===== src/hdl/peak_count_pitch_estimator_defines.svh =====
// Assertion macros for the peak counting pitch estimator.
// Used by the tracker and the result unit; needs clk and arst_n in scope.
`ifndef PEAK_COUNT_PITCH_ESTIMATOR_DEFINES_SVH
`define PEAK_COUNT_PITCH_ESTIMATOR_DEFINES_SVH

`ifndef SYNTH
// Condition checked at every clock edge out of reset.
`define PCPE_ASSERT(lbl, cond) \
	lbl: assert property (@(posedge clk) disable iff (!arst_n) (cond)) \
		else $error("pcpe assertion failed");
// Antecedent in this cycle implies consequent in the next one.
`define PCPE_ASSERT_NEXT(lbl, ante, cons) \
	lbl: assert property (@(posedge clk) disable iff (!arst_n) (ante) |=> (cons)) \
		else $error("pcpe assertion failed");
`else
`define PCPE_ASSERT(lbl, cond)
`define PCPE_ASSERT_NEXT(lbl, ante, cons)
`endif

`endif


===== src/hdl/pcpe_pkg.sv =====
`timescale 1ns / 1ps
// Shared widths, types and helpers of the peak counting pitch estimator.
// No dependencies.
package pcpe_pkg;

	localparam int SAMPLE_BITS = 16;
	localparam int INDEX_BITS  = 24;
	localparam int RATE_BITS   = 18;
	localparam int FREQ_BITS   = 25;
	localparam int COUNT_BITS  = 24;
	localparam int FRAC_BITS   = 8;

	localparam int PROD_BITS = RATE_BITS + INDEX_BITS;
	localparam int NUM_BITS  = PROD_BITS + FRAC_BITS;
	localparam int STEP_BITS = $clog2(NUM_BITS + 1);

	localparam logic [RATE_BITS-1:0]  RATE_RESET = RATE_BITS'(44100);
	localparam logic [INDEX_BITS-1:0] IDX_MAX    = '1;
	localparam logic [FREQ_BITS-1:0]  FREQ_MAX   = '1;
	localparam logic [63:0]           COUNT_MAX  = (64'd1 << COUNT_BITS) - 64'd1;

	typedef logic [INDEX_BITS-1:0]         index_t;
	typedef logic signed [SAMPLE_BITS-1:0] sample_t;
	typedef logic [RATE_BITS-1:0]          rate_t;

	// Peak record of one finished sample record.
	typedef struct packed {
		index_t peaks;
		index_t first;
		index_t last;
	} record_t;

	function automatic logic [COUNT_BITS-1:0] count_sat(input index_t peaks);
		logic [63:0] wide;
		wide = 64'(peaks);
		if (wide > COUNT_MAX)
			wide = COUNT_MAX;
		return COUNT_BITS'(wide);
	endfunction

endpackage


===== src/hdl/peak_count_pitch_estimator.sv =====
`timescale 1ns / 1ps
// Top level of the peak counting pitch estimator.
// Depends on pcpe_pkg, pcpe_track and pcpe_calc.
//
//   channel  direction  handshake            payload
//   in       to block   in_valid / in_stall  sample, last_sample
//   out      from block out_valid / out_stall frequency_q8, peak_count, valid_res
//   cfg      to block   cfg_valid / cfg_ready cfg_data (sample_rate)
//
// A sample without the last flag starts nothing, and the next can follow at once.
// A last sample starts the result unit: a multiply state, then the restoring
// divider with one quotient bit per cycle (NUM_BITS = 50), then a load of the
// output register; in_stall is high through these states. A record with fewer
// than two distinct peaks skips straight to the load state.
// The load state waits while an earlier result is stalled in the output register.
// A stalled result waits in the output register while new samples are taken.
// Reset clears the record and sets the sample rate to 44100 Hz.
module peak_count_pitch_estimator (
	input  logic                            clk,
	input  logic                            arst_n,
	input  logic                            in_valid,
	output logic                            in_stall,
	input  logic signed [pcpe_pkg::SAMPLE_BITS-1:0] sample,
	input  logic                            last_sample,
	output logic                            out_valid,
	input  logic                            out_stall,
	output logic [pcpe_pkg::FREQ_BITS-1:0]  frequency_q8,
	output logic [pcpe_pkg::COUNT_BITS-1:0] peak_count,
	output logic                            valid_res,
	input  logic                            cfg_valid,
	output logic                            cfg_ready,
	input  logic [pcpe_pkg::RATE_BITS-1:0]  cfg_data
);
	import pcpe_pkg::*;

	rate_t   rate_q;
	logic    busy;
	logic    in_xfer;
	record_t rec_next;

	assign cfg_ready = 1'b1;
	assign in_stall  = busy;
	assign in_xfer   = in_valid && !busy;

	always_ff @(posedge clk or negedge arst_n) begin
		if (!arst_n) begin
			rate_q <= RATE_RESET;
		end else if (cfg_valid && cfg_ready) begin
			rate_q <= cfg_data;
		end
	end

	pcpe_track u_track (
		.clk         (clk),
		.arst_n      (arst_n),
		.take        (in_xfer),
		.sample      (sample),
		.last_sample (last_sample),
		.rec_next    (rec_next)
	);

	pcpe_calc u_calc (
		.clk          (clk),
		.arst_n       (arst_n),
		.start        (in_xfer && last_sample),
		.rec          (rec_next),
		.rate         (rate_q),
		.out_stall    (out_stall),
		.busy         (busy),
		.out_valid    (out_valid),
		.frequency_q8 (frequency_q8),
		.peak_count   (peak_count),
		.valid_res    (valid_res)
	);

endmodule


===== src/hdl/pcpe_track.sv =====
`timescale 1ns / 1ps
// Peak tracker: previous sample, rise flag, sample index and peak record.
// Depends on pcpe_pkg and the assertion macro header.
`include "peak_count_pitch_estimator_defines.svh"

module pcpe_track (
	input  logic             clk,
	input  logic             arst_n,
	input  logic             take,
	input  pcpe_pkg::sample_t sample,
	input  logic             last_sample,
	output pcpe_pkg::record_t rec_next
);
	import pcpe_pkg::*;

	sample_t prev_q;
	logic    have_prev_q;
	logic    rising_q;
	index_t  index_q;
	index_t  first_q;
	index_t  last_idx_q;
	index_t  peaks_q;

	logic   rise;
	logic   peak;
	logic   rising_n;
	index_t at;
	index_t peaks_n;
	index_t first_n;
	index_t last_n;

	always_comb begin
		rise = have_prev_q && (sample > prev_q);
		peak = have_prev_q && !rise && rising_q;
		at   = index_q - index_t'(1);
		peaks_n = (peak && peaks_q != IDX_MAX) ? peaks_q + index_t'(1) : peaks_q;
		first_n = (peak && peaks_q == '0) ? at : first_q;
		last_n  = peak ? at : last_idx_q;
		if (rise)
			rising_n = 1'b1;
		else if (peak)
			rising_n = 1'b0;
		else
			rising_n = rising_q;
		rec_next = '{peaks: peaks_n, first: first_n, last: last_n};
	end

	always_ff @(posedge clk or negedge arst_n) begin
		if (!arst_n) begin
			prev_q      <= '0;
			have_prev_q <= 1'b0;
			rising_q    <= 1'b0;
			index_q     <= '0;
			first_q     <= '0;
			last_idx_q  <= '0;
			peaks_q     <= '0;
		end else if (take) begin
			if (last_sample) begin
				// record handed to the result unit: start over
				prev_q      <= '0;
				have_prev_q <= 1'b0;
				rising_q    <= 1'b0;
				index_q     <= '0;
				first_q     <= '0;
				last_idx_q  <= '0;
				peaks_q     <= '0;
			end else begin
				prev_q      <= sample;
				have_prev_q <= 1'b1;
				rising_q    <= rising_n;
				if (index_q != IDX_MAX)
					index_q <= index_q + index_t'(1);
				first_q     <= first_n;
				last_idx_q  <= last_n;
				peaks_q     <= peaks_n;
			end
		end
	end

	`PCPE_ASSERT(a_no_peak_no_index, (peaks_q != '0) || (first_q == '0 && last_idx_q == '0))
	`PCPE_ASSERT(a_peak_order, (peaks_q == '0) || (last_idx_q >= first_q))
	`PCPE_ASSERT(a_rise_needs_prev, have_prev_q || !rising_q)

endmodule


===== src/hdl/pcpe_calc.sv =====
`timescale 1ns / 1ps
// Result unit: one multiply, then restoring division with one shared
// subtractor a bit per cycle, saturation and the output register.
// Depends on pcpe_pkg and the assertion macro header.
`include "peak_count_pitch_estimator_defines.svh"

module pcpe_calc (
	input  logic                          clk,
	input  logic                          arst_n,
	input  logic                          start,
	input  pcpe_pkg::record_t             rec,
	input  pcpe_pkg::rate_t               rate,
	input  logic                          out_stall,
	output logic                          busy,
	output logic                          out_valid,
	output logic [pcpe_pkg::FREQ_BITS-1:0]  frequency_q8,
	output logic [pcpe_pkg::COUNT_BITS-1:0] peak_count,
	output logic                          valid_res
);
	import pcpe_pkg::*;

	typedef enum logic [1:0] {
		ST_IDLE,
		ST_MUL,
		ST_DIV,
		ST_DONE
	} state_t;

	state_t                  state_q;
	logic                    ok_q;
	index_t                  span_q;
	index_t                  cnt1_q;
	logic [COUNT_BITS-1:0]   count_q;
	logic [NUM_BITS-1:0]     num_q;
	logic [INDEX_BITS-1:0]   rem_q;
	logic [STEP_BITS-1:0]    step_q;
	logic                    out_valid_q;
	logic [FREQ_BITS-1:0]    freq_q;
	logic [COUNT_BITS-1:0]   peak_count_q;
	logic                    valid_res_q;

	logic [INDEX_BITS:0]     rem_sh;
	logic [INDEX_BITS+1:0]   diff;
	logic                    qbit;
	logic [PROD_BITS-1:0]    prod;
	logic [FREQ_BITS-1:0]    freq_sat;

	always_comb begin
		rem_sh = {rem_q, num_q[NUM_BITS-1]};
		diff   = {1'b0, rem_sh} - {2'b00, span_q};
		qbit   = !diff[INDEX_BITS+1];
		prod   = PROD_BITS'(rate) * PROD_BITS'(cnt1_q);
		if (!ok_q)
			freq_sat = '0;
		else if (|num_q[NUM_BITS-1:FREQ_BITS])
			freq_sat = FREQ_MAX;
		else
			freq_sat = num_q[FREQ_BITS-1:0];
	end

	always_ff @(posedge clk or negedge arst_n) begin
		if (!arst_n) begin
			state_q      <= ST_IDLE;
			ok_q         <= 1'b0;
			span_q       <= '0;
			cnt1_q       <= '0;
			count_q      <= '0;
			num_q        <= '0;
			rem_q        <= '0;
			step_q       <= '0;
			out_valid_q  <= 1'b0;
			freq_q       <= '0;
			peak_count_q <= '0;
			valid_res_q  <= 1'b0;
		end else begin
			if ((state_q == ST_DONE) && (!out_valid_q || !out_stall))
				out_valid_q <= 1'b1;
			else if (out_valid_q && !out_stall)
				out_valid_q <= 1'b0;
			case (state_q)
				ST_IDLE: begin
					if (start) begin
						ok_q    <= (rec.peaks >= index_t'(2)) && (rec.last > rec.first);
						span_q  <= rec.last - rec.first;
						cnt1_q  <= rec.peaks - index_t'(1);
						count_q <= count_sat(rec.peaks);
						num_q   <= '0;
						if ((rec.peaks >= index_t'(2)) && (rec.last > rec.first))
							state_q <= ST_MUL;
						else
							state_q <= ST_DONE;
					end
				end
				ST_MUL: begin
					num_q   <= {prod, FRAC_BITS'(0)};
					rem_q   <= '0;
					step_q  <= '0;
					state_q <= ST_DIV;
				end
				ST_DIV: begin
					// shift in one numerator bit, keep the difference when it fits
					num_q  <= {num_q[NUM_BITS-2:0], qbit};
					rem_q  <= qbit ? diff[INDEX_BITS-1:0] : rem_sh[INDEX_BITS-1:0];
					step_q <= step_q + STEP_BITS'(1);
					if (step_q == STEP_BITS'(NUM_BITS - 1))
						state_q <= ST_DONE;
				end
				ST_DONE: begin
					// hold until the output register is free
					if (!out_valid_q || !out_stall) begin
						freq_q       <= freq_sat;
						peak_count_q <= count_q;
						valid_res_q  <= ok_q;
						state_q      <= ST_IDLE;
					end
				end
				default: state_q <= ST_IDLE;
			endcase
		end
	end

	assign busy         = (state_q != ST_IDLE);
	assign out_valid    = out_valid_q;
	assign frequency_q8 = freq_q;
	assign peak_count   = peak_count_q;
	assign valid_res    = valid_res_q;

	`PCPE_ASSERT(a_rem_below_span, (state_q != ST_DIV) || (rem_q < span_q))
	`PCPE_ASSERT(a_step_bound, (state_q != ST_DIV) || (step_q < STEP_BITS'(NUM_BITS)))
	`PCPE_ASSERT(a_invalid_zero, !out_valid_q || valid_res_q || (freq_q == '0))
	`PCPE_ASSERT_NEXT(a_result_once, (state_q == ST_DONE) && (!out_valid_q || !out_stall),
		out_valid_q && (state_q == ST_IDLE))

endmodule


===== config.mk =====
export PLATFORM = sky130hd
export DESIGN_NAME = peak_count_pitch_estimator
export DESIGN_NICKNAME = d
export VERILOG_FILES = /design/src/hdl/pcpe_pkg.sv /design/src/hdl/peak_count_pitch_estimator.sv /design/src/hdl/pcpe_track.sv /design/src/hdl/pcpe_calc.sv
export VERILOG_INCLUDE_DIRS = /design/src /design/src/hdl
export SDC_FILE = /design/constraint.sdc
export NUM_CORES = 2
export LEC_CHECK = 0
export ABC_CLOCK_PERIOD_IN_PS = 12930
export BUFFER_PORTS_ARGS = -buffer_cell sky130_fd_sc_hd__buf_4
export CORE_MARGIN = 2
export CORE_UTILIZATION = 35
export DETAILED_ROUTE_END_ITERATION = 12
export HOLD_SLACK_MARGIN = 0.12
export PLACE_DENSITY = 0.56
export SETUP_SLACK_MARGIN = 0.3
export SLEW_MARGIN = 20
export SYNTH_ARGS = -nofsm -noshare
export SYNTH_HDL_FRONTEND = slang
export SYNTH_HIERARCHICAL = 1
export SYNTH_SLANG_ARGS = --single-unit

===== constraint.sdc =====
create_clock -name clk -period 12.93 [get_ports clk]
set_input_delay 1.9395 -clock clk [delete_from_list [all_inputs] [get_ports clk]]
set_output_delay 1.9395 -clock clk [all_outputs]
set_load 0.02 [all_outputs]

# == Yosys cells after proc, flatten, opt, wreduce, memory -nomap -nowiden ==
# Cells that the tools add are included.
# word_totals
reg_bits,338
output_inout_bits,53
elab_cells,98
# classes
add_sub_neg,7
multipliers,1
order_cmp,3
eq_ne,9
n_mux,27
reduce_logical,31
# op_table
operator,n
$mux W24,9
$pmux W50 S3,1
$mux W25,2
$mux W50,1
$add A24 B1 Y24 const B,2
$ne A24 B24 Y1 const B,2
$pmux W24 S2,1
$sub A24 B1 Y24 const B,2
$mul A18 B24 Y42,1
$sub A25 B24 Y26,1
$reduce_or A25 Y1,1
$ge A24 B2 Y1 const B,1
$gt A24 B24 Y1,1
$logic_not A24 Y1,1
$sub A24 B24 Y24,1
$gt A16 B16 Y1,1
$mux W16,1
$pmux W6 S2,1
$logic_and A1 B1 Y1,10
$reduce_and A2 Y1,5
$mux W2,4
$pmux W2 S4,1
$reduce_bool A2 Y1,4
$add A6 B1 Y6 const B,1
11 further kinds,23

# == Depth between registers and ports, before layout ==
# logic_depth
ltp_word,12
mapped_depth,25
mapped_depth_nobuf,24

# == Hierarchy ==
# The synthesis kept the hierarchy.
# modules_own_cells
module,n_inst,cells_per_inst,area_per_inst_um2,seq_area_each_um2
pcpe_calc,1,2762,24810.0,5154.9
pcpe_track,1,811,7038.0,2852.7
peak_count_pitch_estimator,1,42,755.7,457.9

# == Worst setup path after synthesis ==
# OpenSTA, ideal clock, no wires.
# synth_timing
path_type,reg-to-reg
startpoint,reg u_calc.cnt1_q[8]
endpoint,reg u_calc.num_q[47]
arrival_time_ps,6152
required_time_ps,12861
path_slack_ps,6709
path_stages_with_launch,26
path_cell_list,dfrtp_1 -> clkbuf_1 -> clkbuf_1 -> nand2_1 -> fa_1 -> inv_1 -> fa_1 -> inv_1 -> fa_1 -> inv_1 -> fa_1 -> fa_1 -> inv_1 -> fa_1 -> inv_1 -> ha_1 -> nand4_1 -> inv_1 -> nand2_1 -> nor4_1 -> o211ai_1 -> nand2_1 -> o21ai_2 -> a31o_2 -> or4_1 -> nand3_1
# synth_via
elab_chain_cells,2
# synth_rtl
element,line_no,text
start: declaration,pcpe_calc.sv:32,index_t cnt1_q;
start signal: assignment,pcpe_calc.sv:85,cnt1_q <= rec.peaks - index_t'(1);
$mul A18 B24 Y42,pcpe_calc.sv:52,prod = PROD_BITS'(rate) * PROD_BITS'(cnt1_q);
$pmux W50 S3,pcpe_calc.sv:80,case (state_q)
end signal: assignment,pcpe_calc.sv:95,"num_q <= {prod, FRAC_BITS'(0)};"
end signal: assignment,pcpe_calc.sv:102,"num_q <= {num_q[NUM_BITS-2:0], qbit};"
end: declaration,pcpe_calc.sv:34,logic [NUM_BITS-1:0] num_q;
# Every way passes these cells.
# A chain may end at the register's enable or synchronous reset.

# == Final worst setup path ==
# layout_timing
startpoint,reg rate_q[8]
endpoint,reg u_calc.num_q[39]
# layout_via
elab_chain_cells,2
# layout_rtl
element,line_no,text
start: declaration,peak_count_pitch_estimator.sv:36,rate_t rate_q;
start signal: assignment,peak_count_pitch_estimator.sv:49,rate_q <= cfg_data;
$mul A18 B24 Y42,pcpe_calc.sv:52,
$pmux W50 S3,pcpe_calc.sv:80,
# Every way passes these cells.

==> results.cfg <==
[timing]
fin_skew_ns = 0.03570
rsz0062_at_grt = no
final-max-slew-violation-count = 0
tightestPinTransition_ns = 1.095
relSlewSlack_pct = 26.76
period_minus_slack_ns = 7.097
setup_viol = 0
setup-tns-final_ns = 0
fin_crit_sh_pct = 54.89
fmax_mhz = 140.9
holdWs_ns = 0.4779
finalHoldViolations = 0

[critical_path]
crit_path_start_kind = flop
cp.arrival_ns = 7.59
cp_max_fo = 25
reg2reg_depth = 22
crit_path_start = rate_q[8]$_DFFE_PN0P_
end_kind = flop
critPathKind = flop to flop
regToRegStartpoint = rate_q[8]$_DFFE_PN0P_
critical_path_required_ns = 13.42

[global_routing]
antenna_found_initial = 1
grt_pass1_vias = 25540
grt_max_degree = 94
grtUsageTotal_pct = 18.30
grt_pass1_wl_um = 140400
grt_overflow = 0

[yosys]
synth_area_per_cell_sq_um = 9.019
syn_inst = 3615
synth-xor-area-share_pct = 3.976
yosysSeqAreaShare_pct = 25.97
syn_area_sq_um = 32600
ys_types = 94
synth_compound_area_share_pct = 13.01
synth-simple-area-share_pct = 16.01
synth_edf_count = 0
yosysWarnings = 6
synthArstFlopShare_pct = 100.0
yosys_most_used_dff = dfrtp_1
ys_seq_elements = 338
synth_top_family_by_area = adder cells
synth.area.mux_share_pct = 2.859
yosys.area_share.adder_pct = 29.14
syn_nets = 4202

[route]
ant_nets = 0
via_count = 24700
firstDrtPassIters = 7
wl_per_cell_um = 17.32
drcViolationCount = 0
drt-total-wl_um = 84390
drt_iter0_drc = 1661
viasPerCell = 5.070

[floorplanning]
die_w_um = 309.2
floorplan.initialDensity_pct = 35.46
coreArea_sq_um = 91940
rows = 111
die_y_um = 309.2
die_area_sq_um = 95610
ios = 93

[hold_path]
holdCritPathClass = flop to flop
holdCritStartpoint = u_calc/count_q[1]$_DFFE_PN0P_
worstHoldPathCells = 2

[status]
status = finished, final reports clean

[clocking]
clock-root-buffer = clkbuf_16
post_cts.repair.setup_buffers = 0
cts_tree = built
clk_transition_reported_paths_ns = 0.07
hold_buffers = 0
cts_buffer_depth = 3
cts_buffers = 41
clkSinkCount = 338
cts_resized = 0
htreeDepth = 2
insertion_delay_ns = 0.59

[layout]
nNetsFinal = 4186
area_growth_pct = 9.786
drive_gt1_share_pct = 8.986
n_antenna_cell = 0
layout_common_cells = inv_1 (553), nand2_1 (515), fa_1 (354)
layout_commonest_cell = inv_1
final_area_sq_um = 35790

[place]
place.gp.congestion = 0.8738
hpwl_um = 63380
post_dp_cell_area_sq_um = 34420
port_buffers = 91

[job]
maxCapViolCount = 0

[pwr]
ir_drop_mv = 0.08216
powerDensity_nw_per_um2 = 70.06
total_leakage_power_nw = 17.33
[state kept, by name (all words and copies together) (netlist names), 18 cells and up]
signal	cells
u_track/index_q	24
u_calc/frequency_q8	25
u_calc/count_q	24
u_track/first_q	24
u_calc/cnt1_q	24
u_calc/span_q	24
u_calc/peak_count	24
u_track/last_idx_q	24
u_track/peaks_q	24
u_calc/num_q	50
rate_q	18
u_calc/rem_q	24
[layer usage]
metal	share of wire (%)	GRT usage, %	vias to the layer above
met5	0	0	-
met4	2.2	4.583	0
met3	5.3	2.958	124
met2	47	30.11	543
met1	45	25.14	12310
li1	-	-	11720
[cells by family after synthesis]
group | Yosys count
and+or+nand+nor | 1095
buffers and inverters | 757
AOI/OAI and AO/OA | 648
adders and majority gates | 547
DFF | 338
xor gates and xnor gates | 148
muxes | 81
other | 1
[layout make-up]
cell class                      count  area [sq um]
Clock buffer                       53          1172
Multi-Input combinational cell   2520         21250
Inverter                          555          2083
Clock inverter                     19         191.4
Timing Repair Buffer              143          1081
Fill cell                        9349         56150
Tap cell                         1243          1555
Sequential cell                   338          8466
[synthesized netlist by cell type, drive strengths merged, types with 11 or more instances]
cell type  instances  area share [%]
nand2b            14            0.27
nor2b             26            0.51
o311ai            18            0.48
xor2              57             1.5
buf               44            0.81
mux2i             14            0.43
dfrtp            332              25
ha               193             7.4
o2bb2ai           50             1.3
a31oi             25            0.48
and2             168             3.2
fa               354              22
clkbuf           158             1.8
o21a              11            0.25
inv              553             6.4
o21ai            224             3.4
nand3             73             1.1
nand2            520             6.0
a21oi            112             1.8
a21o              53             1.2
nor4              22            0.47
nor2             121             1.4
o31ai             23            0.60
nor3              43            0.68
mux2              67             2.4
a22oi             38            0.87
xnor2             91             2.4
or3               17            0.34
or4               13            0.34
nand4             30            0.58
and3              19            0.37
[final timing paths]
check	to	slack, ns
worst max-delay path	u_calc/num_q[39]$_DFFE_PN0P_	5.83
worst min-delay path	u_calc/count_q[1]$_DFFE_PN0P_	0.48
worst max register to register	u_calc/num_q[39]$_DFFE_PN0P_	5.83
worst min register to register	u_calc/count_q[1]$_DFFE_PN0P_	0.48
max in group asynchronous	u_calc/peak_count[14]$_DFFE_PN0P_	9.41
min in group asynchronous	u_calc/peak_count[20]$_DFFE_PN0P_	1.34
[metrics by stage]
stage	instances	utilization, %	setup WS [ns]	power (mW)
floorplan	3615	-	6.709	1.247
global placement	4799	37.44	5.865	1.345
detailed placement	4799	37.44	5.776	1.345
CTS	4871	38.93	5.814	2.548
global route	4871	38.93	5.337	2.617
finish	4871	38.93	5.833	2.508
[worst max-delay path: stages, from the launching register on]
cell,delay (ns)
dfrtp_1,0.77
and2_1,0.39
fa_1,0.53
inv_1,0.05
fa_1,0.49
fa_1,0.51
inv_1,0.05
fa_1,0.47
fa_1,0.55
inv_1,0.06
fa_1,0.54
inv_1,0.05
ha_1,0.38
a21oi_1,0.16
o21bai_1,0.07
a2111oi_0,0.42
o22ai_1,0.16
o211ai_1,0.33
nand2_1,0.18
o21ai_2,0.32
a21boi_1,0.14
o21a_1,0.18
o31ai_1,0.19
[power by group]
part	switching [mW]	internal, mW
logic	0.132	0.0749
clock network	0.500	0.685
registers	0.0454	1.07
total	0.678	1.83
(Power assumes the default switching activity.)
